--- src/rtl/fqs_pkg.sv ---
// ============================================================================
// fqs_pkg
// Shared types, codes and constants of the fifo queue with membership search.
// ============================================================================
`default_nettype none

package fqs_pkg;

    // default number of queue entries
    localparam int FQS_DEPTH      = 16;
    // entries of the command queue between front and back
    localparam int FQS_CMDQ_DEPTH = 2;

    typedef logic        [2:0]  t_action;
    typedef logic signed [31:0] t_data;
    typedef logic        [4:0]  t_count;

    // request action codes
    localparam t_action ACT_PUSH   = 3'd0;
    localparam t_action ACT_POP    = 3'd1;
    localparam t_action ACT_SEARCH = 3'd2;
    localparam t_action ACT_SHOW   = 3'd3;
    localparam t_action ACT_CLEAR  = 3'd4;
    localparam t_action ACT_QUERY  = 3'd5;

    // result status codes
    typedef enum logic [1:0] {
        ST_OK    = 2'd0,
        ST_EMPTY = 2'd1,
        ST_FULL  = 2'd2
    } t_status;

    // classified operation handed from front to back
    typedef enum logic [2:0] {
        OP_PUSH,
        OP_POP,
        OP_SEARCH,
        OP_SHOW,
        OP_CLEAR,
        OP_NOP
    } t_op;

    typedef struct packed {
        t_op   op;
        t_data operand;
    } t_cmd;

    // one result as held in the output register
    typedef struct packed {
        t_status status;
        t_data   value;
        logic    found;
        logic    is_empty;
        t_count  count;
        logic    last;
    } t_res;

    // back engine states
    typedef enum logic [2:0] {
        BS_IDLE,
        BS_POP,
        BS_SEARCH,
        BS_SRES,
        BS_SHOW
    } t_bstate;

    // map a raw action to an operation; query and unused codes do nothing
    function automatic t_op fqs_decode(input t_action action);
        t_op op;
        unique case (action)
            ACT_PUSH:   op = OP_PUSH;
            ACT_POP:    op = OP_POP;
            ACT_SEARCH: op = OP_SEARCH;
            ACT_SHOW:   op = OP_SHOW;
            ACT_CLEAR:  op = OP_CLEAR;
            ACT_QUERY:  op = OP_NOP;
            default:    op = OP_NOP;
        endcase
        return op;
    endfunction

endpackage

`default_nettype wire

--- src/rtl/fqs_if.sv ---
// ============================================================================
// fqs_if
// Valid/ready channels of the queue: request channel and result channel.
// ============================================================================
`default_nettype none

interface fqs_in_if;
    logic            valid;
    logic            ready;
    fqs_pkg::t_action action;
    fqs_pkg::t_data   operand_value;

    modport source (output valid, output action, output operand_value, input ready);
    modport sink   (input valid, input action, input operand_value, output ready);
endinterface

interface fqs_out_if;
    logic            valid;
    logic            ready;
    logic [1:0]      status;
    fqs_pkg::t_data  result_value;
    logic            found;
    logic            is_empty;
    fqs_pkg::t_count entry_count;
    logic            last_result;

    modport source (output valid, output status, output result_value, output found,
                    output is_empty, output entry_count, output last_result,
                    input ready);
    modport sink   (input valid, input status, input result_value, input found,
                    input is_empty, input entry_count, input last_result,
                    output ready);
endinterface

`default_nettype wire

--- src/rtl/fqs_front.sv ---
// ============================================================================
// fqs_front
// Accepts requests, classifies the action and buffers them in a short queue.
// ============================================================================
`default_nettype none

module fqs_front (
    input  wire             i_clk,
    input  wire             i_rst_n,
    fqs_in_if.sink          i_cmd,
    output logic            o_cmd_valid,
    output fqs_pkg::t_cmd   o_cmd,
    input  wire             i_cmd_take
);

    localparam int QD  = fqs_pkg::FQS_CMDQ_DEPTH;
    localparam int QAW = $clog2(QD);
    localparam int QCW = $clog2(QD + 1);

    fqs_pkg::t_cmd  r_q [QD];
    logic [QAW-1:0] r_wp, n_wp;
    logic [QAW-1:0] r_rp, n_rp;
    logic [QCW-1:0] r_cnt, n_cnt;
    logic           push, pop;

    function automatic logic [QAW-1:0] q_next(input logic [QAW-1:0] p);
        return (p == QAW'(QD - 1)) ? '0 : p + QAW'(1);
    endfunction

    // handshake and queue bookkeeping
    assign i_cmd.ready = (r_cnt != QCW'(QD));
    assign push        = i_cmd.valid && i_cmd.ready;
    assign pop         = i_cmd_take && (r_cnt != '0);
    assign o_cmd_valid = (r_cnt != '0);
    assign o_cmd       = r_q[r_rp];

    always_comb begin
        n_wp  = push ? q_next(r_wp) : r_wp;
        n_rp  = pop ? q_next(r_rp) : r_rp;
        n_cnt = r_cnt + QCW'(push) - QCW'(pop);
    end

    // control registers
    always_ff @(posedge i_clk) begin
        if (!i_rst_n) begin
            r_wp  <= '0;
            r_rp  <= '0;
            r_cnt <= '0;
        end else begin
            r_wp  <= n_wp;
            r_rp  <= n_rp;
            r_cnt <= n_cnt;
        end
    end

    // classified request storage
    always_ff @(posedge i_clk) begin
        if (push) begin
            r_q[r_wp] <= '{op: fqs_pkg::fqs_decode(i_cmd.action),
                           operand: i_cmd.operand_value};
        end
    end

    // queue fill never passes its depth
    a_cnt_bound: assert property (@(posedge i_clk) disable iff (!i_rst_n)
        r_cnt <= QCW'(QD))
        else $error("command queue overfilled");

endmodule

`default_nettype wire

--- src/rtl/fqs_back.sv ---
// ============================================================================
// fqs_back
// Executes classified requests on the ring store and drives the result register.
// ============================================================================
`default_nettype none

module fqs_back #(
    parameter int DEPTH = fqs_pkg::FQS_DEPTH
) (
    input  wire             i_clk,
    input  wire             i_rst_n,
    input  wire             i_cmd_valid,
    input  fqs_pkg::t_cmd   i_cmd,
    output logic            o_cmd_take,
    fqs_out_if.source       o_res
);

    localparam int PW  = (DEPTH > 1) ? $clog2(DEPTH) : 1;
    localparam int CW  = $clog2(DEPTH + 1);
    localparam int PW1 = PW + 1;

    // ring store, read data registered
    fqs_pkg::t_data r_mem [DEPTH];
    fqs_pkg::t_data r_rd_data;

    fqs_pkg::t_bstate r_state, n_state;
    logic [PW-1:0]    r_rd_ptr, n_rd_ptr;
    logic [PW-1:0]    r_wr_ptr, n_wr_ptr;
    logic [PW-1:0]    r_scan_ptr, n_scan_ptr;
    logic [CW-1:0]    r_occ, n_occ;
    logic [CW-1:0]    r_idx, n_idx;
    logic             r_hit, n_hit;
    fqs_pkg::t_data   r_probe, n_probe;
    logic             r_out_valid, n_out_valid;
    fqs_pkg::t_res    r_out, n_out;

    logic             slot_free;
    logic             mem_we, mem_re;
    logic [PW-1:0]    mem_raddr;
    logic             emit;
    fqs_pkg::t_status emit_status;
    fqs_pkg::t_data   emit_value;
    logic             emit_found, emit_last;
    logic             show_last;

    function automatic logic [PW-1:0] ptr_next(input logic [PW-1:0] p);
        return (p == PW'(DEPTH - 1)) ? '0 : p + PW'(1);
    endfunction

    assign slot_free = !r_out_valid || o_res.ready;
    assign show_last = (r_idx == r_occ - CW'(1));

    // request execution and result generation
    always_comb begin
        n_state     = r_state;
        n_rd_ptr    = r_rd_ptr;
        n_wr_ptr    = r_wr_ptr;
        n_scan_ptr  = r_scan_ptr;
        n_occ       = r_occ;
        n_idx       = r_idx;
        n_hit       = r_hit;
        n_probe     = r_probe;
        o_cmd_take  = 1'b0;
        mem_we      = 1'b0;
        mem_re      = 1'b0;
        mem_raddr   = r_rd_ptr;
        emit        = 1'b0;
        emit_status = fqs_pkg::ST_OK;
        emit_value  = '0;
        emit_found  = 1'b0;
        emit_last   = 1'b1;

        unique case (r_state)
            fqs_pkg::BS_IDLE: begin
                if (i_cmd_valid && slot_free) begin
                    o_cmd_take = 1'b1;
                    unique case (i_cmd.op)
                        fqs_pkg::OP_PUSH: begin
                            emit = 1'b1;
                            if (r_occ == CW'(DEPTH)) begin
                                emit_status = fqs_pkg::ST_FULL;
                            end else begin
                                mem_we   = 1'b1;
                                n_wr_ptr = ptr_next(r_wr_ptr);
                                n_occ    = r_occ + CW'(1);
                            end
                        end
                        fqs_pkg::OP_POP: begin
                            if (r_occ == '0) begin
                                emit        = 1'b1;
                                emit_status = fqs_pkg::ST_EMPTY;
                            end else begin
                                mem_re  = 1'b1;
                                n_state = fqs_pkg::BS_POP;
                            end
                        end
                        fqs_pkg::OP_SEARCH: begin
                            if (r_occ == '0) begin
                                emit = 1'b1;
                            end else begin
                                mem_re     = 1'b1;
                                n_scan_ptr = ptr_next(r_rd_ptr);
                                n_idx      = '0;
                                n_hit      = 1'b0;
                                n_probe    = i_cmd.operand;
                                n_state    = fqs_pkg::BS_SEARCH;
                            end
                        end
                        fqs_pkg::OP_SHOW: begin
                            if (r_occ == '0) begin
                                emit        = 1'b1;
                                emit_status = fqs_pkg::ST_EMPTY;
                            end else begin
                                mem_re     = 1'b1;
                                n_scan_ptr = ptr_next(r_rd_ptr);
                                n_idx      = '0;
                                n_state    = fqs_pkg::BS_SHOW;
                            end
                        end
                        fqs_pkg::OP_CLEAR: begin
                            emit     = 1'b1;
                            n_rd_ptr = '0;
                            n_wr_ptr = '0;
                            n_occ    = '0;
                        end
                        default: begin
                            emit = 1'b1;
                        end
                    endcase
                end
            end
            fqs_pkg::BS_POP: begin
                if (slot_free) begin
                    emit       = 1'b1;
                    emit_value = r_rd_data;
                    n_rd_ptr   = ptr_next(r_rd_ptr);
                    n_occ      = r_occ - CW'(1);
                    n_state    = fqs_pkg::BS_IDLE;
                end
            end
            fqs_pkg::BS_SEARCH: begin
                // one compare per cycle, oldest to newest
                n_hit = r_hit | (r_rd_data == r_probe);
                if (show_last) begin
                    n_state = fqs_pkg::BS_SRES;
                end else begin
                    mem_re     = 1'b1;
                    mem_raddr  = r_scan_ptr;
                    n_scan_ptr = ptr_next(r_scan_ptr);
                    n_idx      = r_idx + CW'(1);
                end
            end
            fqs_pkg::BS_SRES: begin
                if (slot_free) begin
                    emit       = 1'b1;
                    emit_found = r_hit;
                    n_state    = fqs_pkg::BS_IDLE;
                end
            end
            fqs_pkg::BS_SHOW: begin
                // one shown entry per cycle while the output drains
                if (slot_free) begin
                    emit       = 1'b1;
                    emit_value = r_rd_data;
                    emit_last  = show_last;
                    if (show_last) begin
                        n_state = fqs_pkg::BS_IDLE;
                    end else begin
                        mem_re     = 1'b1;
                        mem_raddr  = r_scan_ptr;
                        n_scan_ptr = ptr_next(r_scan_ptr);
                        n_idx      = r_idx + CW'(1);
                    end
                end
            end
            default: begin
                n_state = fqs_pkg::BS_IDLE;
            end
        endcase

        // output register load
        n_out_valid = r_out_valid && !o_res.ready;
        n_out       = r_out;
        if (emit) begin
            n_out_valid = 1'b1;
            n_out       = '{status:   emit_status,
                            value:    emit_value,
                            found:    emit_found,
                            is_empty: (n_occ == '0),
                            count:    fqs_pkg::t_count'(n_occ),
                            last:     emit_last};
        end
    end

    // control registers
    always_ff @(posedge i_clk) begin
        if (!i_rst_n) begin
            r_state     <= fqs_pkg::BS_IDLE;
            r_rd_ptr    <= '0;
            r_wr_ptr    <= '0;
            r_occ       <= '0;
            r_out_valid <= 1'b0;
        end else begin
            r_state     <= n_state;
            r_rd_ptr    <= n_rd_ptr;
            r_wr_ptr    <= n_wr_ptr;
            r_occ       <= n_occ;
            r_out_valid <= n_out_valid;
        end
    end

    // datapath registers
    always_ff @(posedge i_clk) begin
        r_scan_ptr <= n_scan_ptr;
        r_idx      <= n_idx;
        r_hit      <= n_hit;
        r_probe    <= n_probe;
        r_out      <= n_out;
    end

    // ring store write and registered read
    always_ff @(posedge i_clk) begin
        if (mem_we) begin
            r_mem[r_wr_ptr] <= i_cmd.operand;
        end
        if (mem_re) begin
            r_rd_data <= r_mem[mem_raddr];
        end
    end

    // result channel
    assign o_res.valid        = r_out_valid;
    assign o_res.status       = r_out.status;
    assign o_res.result_value = r_out.value;
    assign o_res.found        = r_out.found;
    assign o_res.is_empty     = r_out.is_empty;
    assign o_res.entry_count  = r_out.count;
    assign o_res.last_result  = r_out.last;

    // pointer consistency: write pointer sits occupancy entries past read pointer
    logic [PW1-1:0] ptr_sum, ptr_wrap;
    assign ptr_sum  = {1'b0, r_rd_ptr} + PW1'(r_occ);
    assign ptr_wrap = (ptr_sum >= PW1'(DEPTH)) ? ptr_sum - PW1'(DEPTH) : ptr_sum;

    a_occ_bound: assert property (@(posedge i_clk) disable iff (!i_rst_n)
        r_occ <= CW'(DEPTH))
        else $error("occupancy above depth");

    a_ptr_match: assert property (@(posedge i_clk) disable iff (!i_rst_n)
        ptr_wrap[PW-1:0] == r_wr_ptr)
        else $error("ring pointers disagree with occupancy");

    a_no_write_full: assert property (@(posedge i_clk) disable iff (!i_rst_n)
        mem_we |-> (r_occ < CW'(DEPTH)))
        else $error("store written while full");

    a_partial_show: assert property (@(posedge i_clk) disable iff (!i_rst_n)
        (r_out_valid && !r_out.last) |-> (r_state == fqs_pkg::BS_SHOW))
        else $error("non-final result outside a show run");

endmodule

`default_nettype wire

--- src/rtl/fifo_queue_with_search.sv ---
// ============================================================================
// fifo_queue_with_search
// First-in first-out queue of signed 32-bit values with membership search.
// ============================================================================
//
//  channel   dir  handshake     payload
//  i_cmd     in   valid/ready   action, operand_value
//  o_res     out  valid/ready   status, result_value, found, is_empty,
//                               entry_count, last_result
//
//  A request is held in the command queue until the back engine takes it.
//  Push, clear and query then load their result when taken, pop after a store read.
//  Search reads one entry per cycle and loads its result after the last
//  compare; show emits one entry per cycle, unless the output stalls, after
//  reading the first entry. Both are set by the single read port of the ring store.
//  Reset is synchronous and empties the queue; store contents are kept.
//  A stalled result holds in the output register and the back engine waits;
//  the front keeps accepting until its two-entry queue fills.
//
`default_nettype none

module fifo_queue_with_search #(
    parameter int DEPTH = fqs_pkg::FQS_DEPTH
) (
    input  wire        i_clk,
    input  wire        i_rst_n,
    fqs_in_if.sink     i_cmd,
    fqs_out_if.source  o_res
);

    logic          cmd_valid;
    logic          cmd_take;
    fqs_pkg::t_cmd cmd;

    // request intake and classification
    fqs_front u_front (
        .i_clk       (i_clk),
        .i_rst_n     (i_rst_n),
        .i_cmd       (i_cmd),
        .o_cmd_valid (cmd_valid),
        .o_cmd       (cmd),
        .i_cmd_take  (cmd_take)
    );

    // execution on the ring store
    fqs_back #(
        .DEPTH (DEPTH)
    ) u_back (
        .i_clk       (i_clk),
        .i_rst_n     (i_rst_n),
        .i_cmd_valid (cmd_valid),
        .i_cmd       (cmd),
        .o_cmd_take  (cmd_take),
        .o_res       (o_res)
    );

endmodule

`default_nettype wire

--- src/flat_wrapper.sv ---
// flat-port wrapper written by rule: the top's interface ports become plain ports
module fifo_queue_with_search_flat 
#(
    parameter int DEPTH = fqs_pkg::FQS_DEPTH
)
  (i_clk, i_rst_n, i_cmd_valid, i_cmd_action, i_cmd_operand_value, i_cmd_ready, o_res_valid, o_res_status, o_res_result_value, o_res_found, o_res_is_empty, o_res_entry_count, o_res_last_result, o_res_ready);
  fqs_in_if i_cmd_i ();
  fqs_out_if o_res_i ();
  input  wire i_clk;
  input  wire i_rst_n;
  input wire logic [$bits(i_cmd_i.valid)-1:0] i_cmd_valid;
  input wire logic [$bits(i_cmd_i.action)-1:0] i_cmd_action;
  input wire logic [$bits(i_cmd_i.operand_value)-1:0] i_cmd_operand_value;
  output wire logic [$bits(i_cmd_i.ready)-1:0] i_cmd_ready;
  output wire logic [$bits(o_res_i.valid)-1:0] o_res_valid;
  output wire logic [$bits(o_res_i.status)-1:0] o_res_status;
  output wire logic [$bits(o_res_i.result_value)-1:0] o_res_result_value;
  output wire logic [$bits(o_res_i.found)-1:0] o_res_found;
  output wire logic [$bits(o_res_i.is_empty)-1:0] o_res_is_empty;
  output wire logic [$bits(o_res_i.entry_count)-1:0] o_res_entry_count;
  output wire logic [$bits(o_res_i.last_result)-1:0] o_res_last_result;
  input wire logic [$bits(o_res_i.ready)-1:0] o_res_ready;
  assign i_cmd_i.valid = i_cmd_valid;
  assign i_cmd_i.action = i_cmd_action;
  assign i_cmd_i.operand_value = i_cmd_operand_value;
  assign i_cmd_ready = i_cmd_i.ready;
  assign o_res_valid = o_res_i.valid;
  assign o_res_status = o_res_i.status;
  assign o_res_result_value = o_res_i.result_value;
  assign o_res_found = o_res_i.found;
  assign o_res_is_empty = o_res_i.is_empty;
  assign o_res_entry_count = o_res_i.entry_count;
  assign o_res_last_result = o_res_i.last_result;
  assign o_res_i.ready = o_res_ready;
  fifo_queue_with_search #(.DEPTH(DEPTH)) u_core (.i_clk(i_clk), .i_rst_n(i_rst_n), .i_cmd(i_cmd_i), .o_res(o_res_i));
endmodule
--- config.mk ---
export PLATFORM = sky130hd
export DESIGN_NAME = fifo_queue_with_search_flat
export DESIGN_NICKNAME = d
export VERILOG_FILES = /design/src/rtl/fqs_pkg.sv /design/src/rtl/fqs_if.sv /design/src/rtl/fqs_front.sv /design/src/rtl/fqs_back.sv /design/src/rtl/fifo_queue_with_search.sv /design/src/flat_wrapper.sv
export SDC_FILE = /design/constraint.sdc
export NUM_CORES = 1
export LEC_CHECK = 0
export ABC_AREA = 1
export BUFFER_PORTS_ARGS = -buffer_cell sky130_fd_sc_hd__buf_2
export CELL_PAD_IN_SITES_DETAIL_PLACEMENT = 2
export CELL_PAD_IN_SITES_GLOBAL_PLACEMENT = 2
export CORE_ASPECT_RATIO = 0.7
export CORE_MARGIN = 2
export CORE_UTILIZATION = 40
export CTS_BUF_LIST = sky130_fd_sc_hd__clkbuf_4
export CTS_CLUSTER_SIZE = 16
export DETAILED_ROUTE_END_ITERATION = 6
export GPL_TIMING_DRIVEN = 0
export PLACE_DENSITY = 0.86
export SLEW_MARGIN = 40
export SYNTH_ARGS = -nofsm -noshare
export SYNTH_HDL_FRONTEND = slang
export SYNTH_SLANG_ARGS = --single-unit
--- constraint.sdc ---
create_clock -name i_clk -period 4.4 [get_ports i_clk]
set_input_delay 0.88 -clock i_clk [delete_from_list [all_inputs] [get_ports i_clk]]
set_output_delay 0.88 -clock i_clk [all_outputs]
set_load 0.01 [all_outputs]
Word level (Yosys, flattened, before mapping):

Memories as Yosys holds them, arrays and structs flattened. A register that Yosys moved wholly into a read port is not among the register bits.
Cells that the tools add are included.
Widths: inputs -> output; s select.

* RAM bits: 582
* input port bits: 39
* output and inout bits: 44
* word-level logic and storage cells: 173
* bits in registers: 105
* memories kept: 2

* reduce and logical (&&, ||, !) cells: 33
* add/sub/neg operators: 10
* eq/ne operators: 34
* bitwise logic cells: 2
* muxes and demuxes: 74

Memories
* u_core.u_back.r_mem: words 16, width 32, read ports 1, clocked after memory_dff 1, write ports 1, RTL line fqs_back.sv:23 `fqs_pkg::t_data r_mem [DEPTH];`
* u_core.u_front.r_q: words 2, width 35, read ports 1, clocked after memory_dff 1, write ports 1, RTL line fqs_front.sv:20 `fqs_pkg::t_cmd r_q [QD];`

Operators with widths (count)
* $mux 4: 14
* $mux 5: 8
* $eq 32x32->1: 1
* $mux 1: 28
* $mux 3: 9
* $pmux 4 s2: 3
* $pmux 5 s2: 2
* $eq 3x2->1 const B: 6
* $ne 2x2->1 const B: 9
* $reduce_and 4->1: 4
* $pmux 3 s5: 1
* $pmux 5 s3: 1
* $add 4x1->4 const B: 3
* $eq 4x4->1 const B: 3
* $pmux 3 s4: 1
* $pmux 4 s3: 1
* $add 5x1->5 const B: 2
* $logic_not 5->1: 2
* $eq 3x1->1 const B: 3
* $eq 3x3->1 const B: 3
* $logic_not 3->1: 3
* $ne 3x3->1 const B: 3
* $pmux 3 s3: 1
* $reduce_and 9->1: 1
* 23 further kinds: 41

Longest topological paths before layout:

* word-level depth: 8
* depth in mapped cells: 19
* gate-level depth less buffers: 17

Cells and area by module:

From an unflattened synthesis, not the netlist that was laid out.

* cells, all modules: 2707
* area, all modules: 30720.7 um^2

Modules (own cells, without submodules)
* fqs_back: area each 27777.9 um^2, times used 1, cells an instance 2557, sequential area each 19198.4 um^2
* fqs_front: area each 2942.8 um^2, times used 1, cells an instance 150, sequential area each 2202.1 um^2

Worst setup path before layout:

Ideal clock, no wire load.

* path type: input port to flip-flop
* start: input port o_res_ready
* end: register u_core.u_back.r_rd_data[0], read port of u_core.u_back.r_mem, enable pin
* setup time: 466 ps
* setup slack: 90 ps
* data arrival time: 3845 ps
* cell stages on the path: 5
* path buffers: 0
* data required time: 3934 ps
* cell sequence: or2_2 > o21ai_0 > nor2_4 > inv_2 > o21ai_0

* longest elaborated chain between the ends: 4
* elaborated cells between the ends (all ways): 7
* classes of those cells: mux (5); reduce/logical (2)

RTL lines
* from (decl): RTL line flat_wrapper.sv:22 `input wire logic [$bits(o_res_i.ready)-1:0] o_res_ready;`
* $logic_or 1x1->1 (*): RTL line fqs_back.sv:50 `assign slot_free = !r_out_valid || o_res.ready;`
* $logic_and 1x1->1: RTL line fqs_back.sv:75 `if (i_cmd_valid && slot_free) begin`
* $mux 1: RTL line fqs_back.sv:75
* $pmux 1 s3 (*): RTL line fqs_back.sv:73 `unique case (r_state)`
* named net u_core.u_back.mem_re: RTL line fqs_back.sv:38 `logic mem_we, mem_re;`
* to (decl): RTL line fqs_back.sv:24 `fqs_pkg::t_data r_rd_data;`

Mark *: on every way through the listed nets, which the timed path passes. The rest lies on a longest branch.
A chain may end at the register's enable or synchronous reset.

Worst setup path in the final report:

* start: register u_core.u_back.r_occ[0]
* end: register u_core.u_back.r_rd_data[1], read port of u_core.u_back.r_mem, data pin

* longest elaborated chain between the ends: 5
* elaborated cells between the ends (all ways): 12
* classes of those cells: add/sub (1); eq/ne (1); mux (9); reduce/logical (1)

RTL lines
* from (decl): RTL line fqs_back.sv:30 `logic [CW-1:0] r_occ, n_occ;`
* from (signal assigned): RTL line fqs_back.sv:207 `r_occ <= n_occ;`
* $sub 5x1->5 / $logic_not 5->1 (equally long branches)
* $eq 5x5->1 / $mux 1 (equally long branches)
* $mux 1, or another cell as far along: RTL line fqs_back.sv:144, fqs_back.sv:166
* $mux 1, or another cell as far along: RTL line fqs_back.sv:162 `if (slot_free) begin`
* $pmux 1 s3 / $pmux 4 s2 (equally long branches): RTL line fqs_back.sv:73

Several ways; a longest one is shown, not always the timed one.

==> impl_metrics.csv <==
group,metric,value,unit
run_status,run_status,"complete, but fails checks",
run_status,failed_checks,"setup timing",
yosys,async_sr_flop_fraction,0,
floorplanning,dieArea,78700,um2
worst_setup_path,critPathRequiredTime,5250,ps
worst_setup_path,worst_setup_slack_for_register_to_register_paths,-190,ps
worst_setup_path,worstPathCellList,"inv_2 -> ha_1 -> inv_1 -> nand2_1 -> nand2_1 -> nand2_1 -> nor2_2 -> nand4_4 -> nand4_2 -> buf_2 -> buf_2 -> nand3_1 -> nand3_1 -> nand3_1 -> nand3_1 -> nand2_1",
drt,routed_wirelength,146,mm
worst_setup_path,critPathTopFamily,"simple AND/OR/NAND/NOR gates",
floorplanning,floorplan.initialDensity,0.406,
yosys,synth.ff_latch_count,720,
layout,post_route_cells_drive_above_1_share,0.195,
worst_setup_path,critical_path.startpoint,"u_core.u_back.r_occ[0]",
drt,drt_iter0_markers,3793,
cts,cts-htree-levels,4,
yosys,synth_flop_cell,"edfxtp_1",
floorplanning,floorplan_core_area,75400,um2
drt,post-route-drc-count,0,
sta,timing.max_slew.rel_slack,0.349,
worst_setup_path,critPathMaxFanout,10,
floorplanning,dieWidth,335,um
worst_setup_path,timing.rr.start,"u_core.u_back.r_occ[0]",
floorplanning,core.rowCount,84,
worst_setup_path,worstPathArrival,5440,ps
sta,clock_skew,120,ps
drt,drtPass1Iterations,6,
cts,worst_skew_pair.late_latency,1170,ps
cts,max-clock-path-buffers,3,
drt,routed_via_density,6.21,
layout,nets,3110,
global_routing,grt_pass1_wl,196,mm
cts,cts.clk_slew.worst_paths,100,ps
yosys,postSynthNetCount,2766,
placed_design,placement.setup.worst_slack,52.8,ps
yosys,synth.most_common_cell,"nand2_1",
global_routing,first_global_vias,27600,
run,cap_violations,0,
placed_design,detailed_place_hpwl,88.0,mm
yosys,synth-seq-area-share,0.700,
sta,hold_violations,0,
hold_path,timing.hold.worst.start,"i_rst_n",
layout,layout_area_overhead,17.6,%
pwr,total_leakage_power,14.3,nW
sta,fmax,0.218,GHz
placed_design,globalplace.congestion,0.916,
yosys,syn-instance-count,2715,
yosys,synth_cell_types,43,
yosys,synth.top_cell.area_share,0.685,
floorplanning,die_height,235,um
placed_design,io_buffers,82,
worst_setup_path,worst-path-buf-inv,4,
global_routing,grt_start_max_net_pins,19,
worst_setup_path,cp_slowest_stage_delay,550,ps
layout,fin_util,0.477,
cts,post_cts.repair.setup_buffers,0,
worst_setup_path,critical-path-slowest-cell,"dfxtp_1",
sta,finalSetupViolCount,9,
global_routing,overflow,0,
global_routing,antenna_found_initial,15,
floorplanning,boundary_pins,83,
sta,layout_worst_path_cycle_share,1.04,
yosys,post_synth_main_area_contributors,"edfxtp_1 (69%), nand2_1 (9.0%), nand3_1 (8.8%)",
pwr,pwr_density_cell,674,nW/um2
yosys,synth_enable_flop_cells,698,
yosys,postSynthAreaPerCell,11.3,um2
drt,route.antenna.remaining_nets,0,
worst_setup_path,start_kind,"flop",
sta,drv_slew,0,
global_routing,global_route.usage.total,0.347,
drt,routedWlPerCell,35.1,um
yosys,synthTopCellsByCount,"nand2_1 (731), edfxtp_1 (698), nand3_1 (537)",
worst_setup_path,path_class,"reg -> reg",
sta,post-route-worst-setup-slack,-187,ps
cts,cts_tree,"done",
yosys,yosys.area.top_type,"edfxtp_1",
cts,cts.sinks,720,
hold_path,min_path_type,"in -> reg",
worst_setup_path,critPathCaptureType,"flop",
yosys,syn-cell-area,30600,um2
cts,cts_root_buf,"clkbuf_4",
layout,fillerInstances,7466,
sta,final.min_clock_period,4590,ps
drt,via_count,25900,
sta,slew_of_the_pin_with_the_lowest_slew_margin,974,ps
pwr,ir_drop,0.000347,V
cts,numCtsBuffers,180,
yosys,yosysWarningCount,0,
[what timing repair did]
action,CTS,global route
gates resized for setup,1,3
hold endpoints to repair,63,0
setup endpoints to repair,4,6
hold buffers,32,0
gates cloned,0,0
[power breakdown]
group | internal [W] | total [W] | switching [W]
Sequential | 0.00898 | 0.00942 | 0.000437
Clock | 0.00296 | 0.00629 | 0.00333
Combinational | 0.00177 | 0.00854 | 0.00678
[registers in the layout, indices dropped and copies added, names as in the netlist, named ones only]
name                              count
u_core.u_back.r_wr_ptr                4
u_core.u_back.r_probe                32
u_core.u_back.o_res.result_value     32
u_core.u_back.o_res.status            2
u_core.u_back.r_mem                 512
u_core.u_front.r_cnt                  2
u_core.u_back.o_res.last_result       1
u_core.u_back.r_scan_ptr              4
u_core.u_back.r_idx                   5
u_core.u_back.o_res.found             1
u_core.u_back.o_res.entry_count       5
u_core.u_back.r_rd_data              32
u_core.u_back.o_res.is_empty          1
u_core.u_back.r_rd_ptr                4
u_core.u_front.r_wp                   1
u_core.u_back.r_hit                   1
u_core.u_back.r_state                 3
u_core.u_back.r_occ                   5
u_core.u_front.r_rp                   1
u_core.u_back.o_res.valid             1
u_core.u_front.r_q                   70
[metal layers]
| layer | up-vias | track usage | share of wire |
|---|---|---|---|
| li1 | 10000 | - | - |
| met1 | 13200 | 0.431 | 0.36 |
| met2 | 2108 | 0.558 | 0.46 |
| met3 | 595 | 0.0941 | 0.12 |
| met4 | 16 | 0.178 | 0.061 |
| met5 | - | 0 | 0.0010 |
[metrics by stage]
step / cells / power [W] / setup TNS (ps) / cell area, um2 / hold WS [ps]
4_1_cts: 4171 / 0.0233 / 0 / 35900 / 7.44
3_3_place_gp: 3786 / 0.0161 / -792090 / 32200 / 457
3_5_place_dp: 3834 / 0.0170 / 0 / 33300 / 476
5_1_grt: 4176 / 0.0247 / -538 / 36000 / 17.3
6_report: 4178 / 0.0242 / -564 / 36000 / 40.6
2_1_floorplan: 2715 / 0.0131 / 0 / 30600 / 439
[area by class of cell]
class,count,area (um2),share of cell area
flip-flops and latches,720,21400,0.595
multi-input cells,1559,7570,0.210
clock buffers,270,2030,0.0564
repair buffers,162,1620,0.0451
well taps,989,1240,0.0344
inverters,292,1100,0.0305
plain buffers,144,776,0.0216
clock inverters,35,223,0.00619
diodes,7,17.5,0.000487
[worst paths after layout]
| check | to | depth (start not counted) |
|---|---|---|
| setup reg to reg | u_core.u_back.r_rd_data[1] | 16 |
| hold reg to reg | u_core.u_front.r_cnt[1] | 1 |
| setup / recovery | u_core.u_back.r_rd_data[1] | 16 |
| hold / removal | u_core.u_front.r_cnt[0] | 3 |
[tightest hold or removal path: stages]
cell	delay [ps]
buf_2	170
nand2_1	90
inv_1	40
[cell usage in the layout (no fill, tap or decap), types with 3 or more instances in the layout]
master | synthesis | layout
clkbuf_2 | 0 | 3
a21oi_1 | 17 | 17
edfxtp_1 | 698 | 698
o221ai_1 | 4 | 4
clkbuf_4 | 0 | 270
clkinv_1 | 0 | 21
inv_1 | 279 | 279
nor2_2 | 5 | 6
nor2_4 | 4 | 22
buf_8 | 0 | 19
inv_2 | 13 | 18
a211oi_1 | 3 | 3
nor3_1 | 10 | 9
xor2_1 | 4 | 4
nand2_1 | 731 | 703
nor2_1 | 84 | 65
clkinv_2 | 0 | 4
buf_16 | 0 | 19
xnor2_1 | 28 | 28
dfxtp_1 | 22 | 22
nand3b_1 | 65 | 65
nand3_1 | 537 | 537
diode_2 | 0 | 7
buf_4 | 26 | 31
clkbuf_1 | 18 | 16
bufinv_16 | 0 | 3
nand2_2 | 1 | 29
o21ai_4 | 1 | 3
o21a_1 | 3 | 3
o21ai_0 | 16 | 13
buf_6 | 2 | 5
ha_1 | 12 | 12
buf_2 | 95 | 179
dlygate4sd3_1 | 0 | 32
nand4_1 | 11 | 11
[cell families (layout without fill, tap and decap cells)]
| family | count (synthesis) | count (layout) | share of synthesized area |
|---|---|---|---|
| flip-flops | 720 | 720 | 0.700 |
| AND/OR/NAND/NOR | 1458 | 1458 | 0.213 |
| XOR/XNOR | 32 | 32 | 0.00916 |
| adder cells (fa/ha/maj) | 12 | 12 | 0.00491 |
| AO/OA/AOI/OAI | 57 | 57 | 0.0119 |
| other | 0 | 7 | 0 |
| buffers and inverters | 436 | 903 | 0.0611 |
No activity file was read; power rests on OpenSTA's default activity.
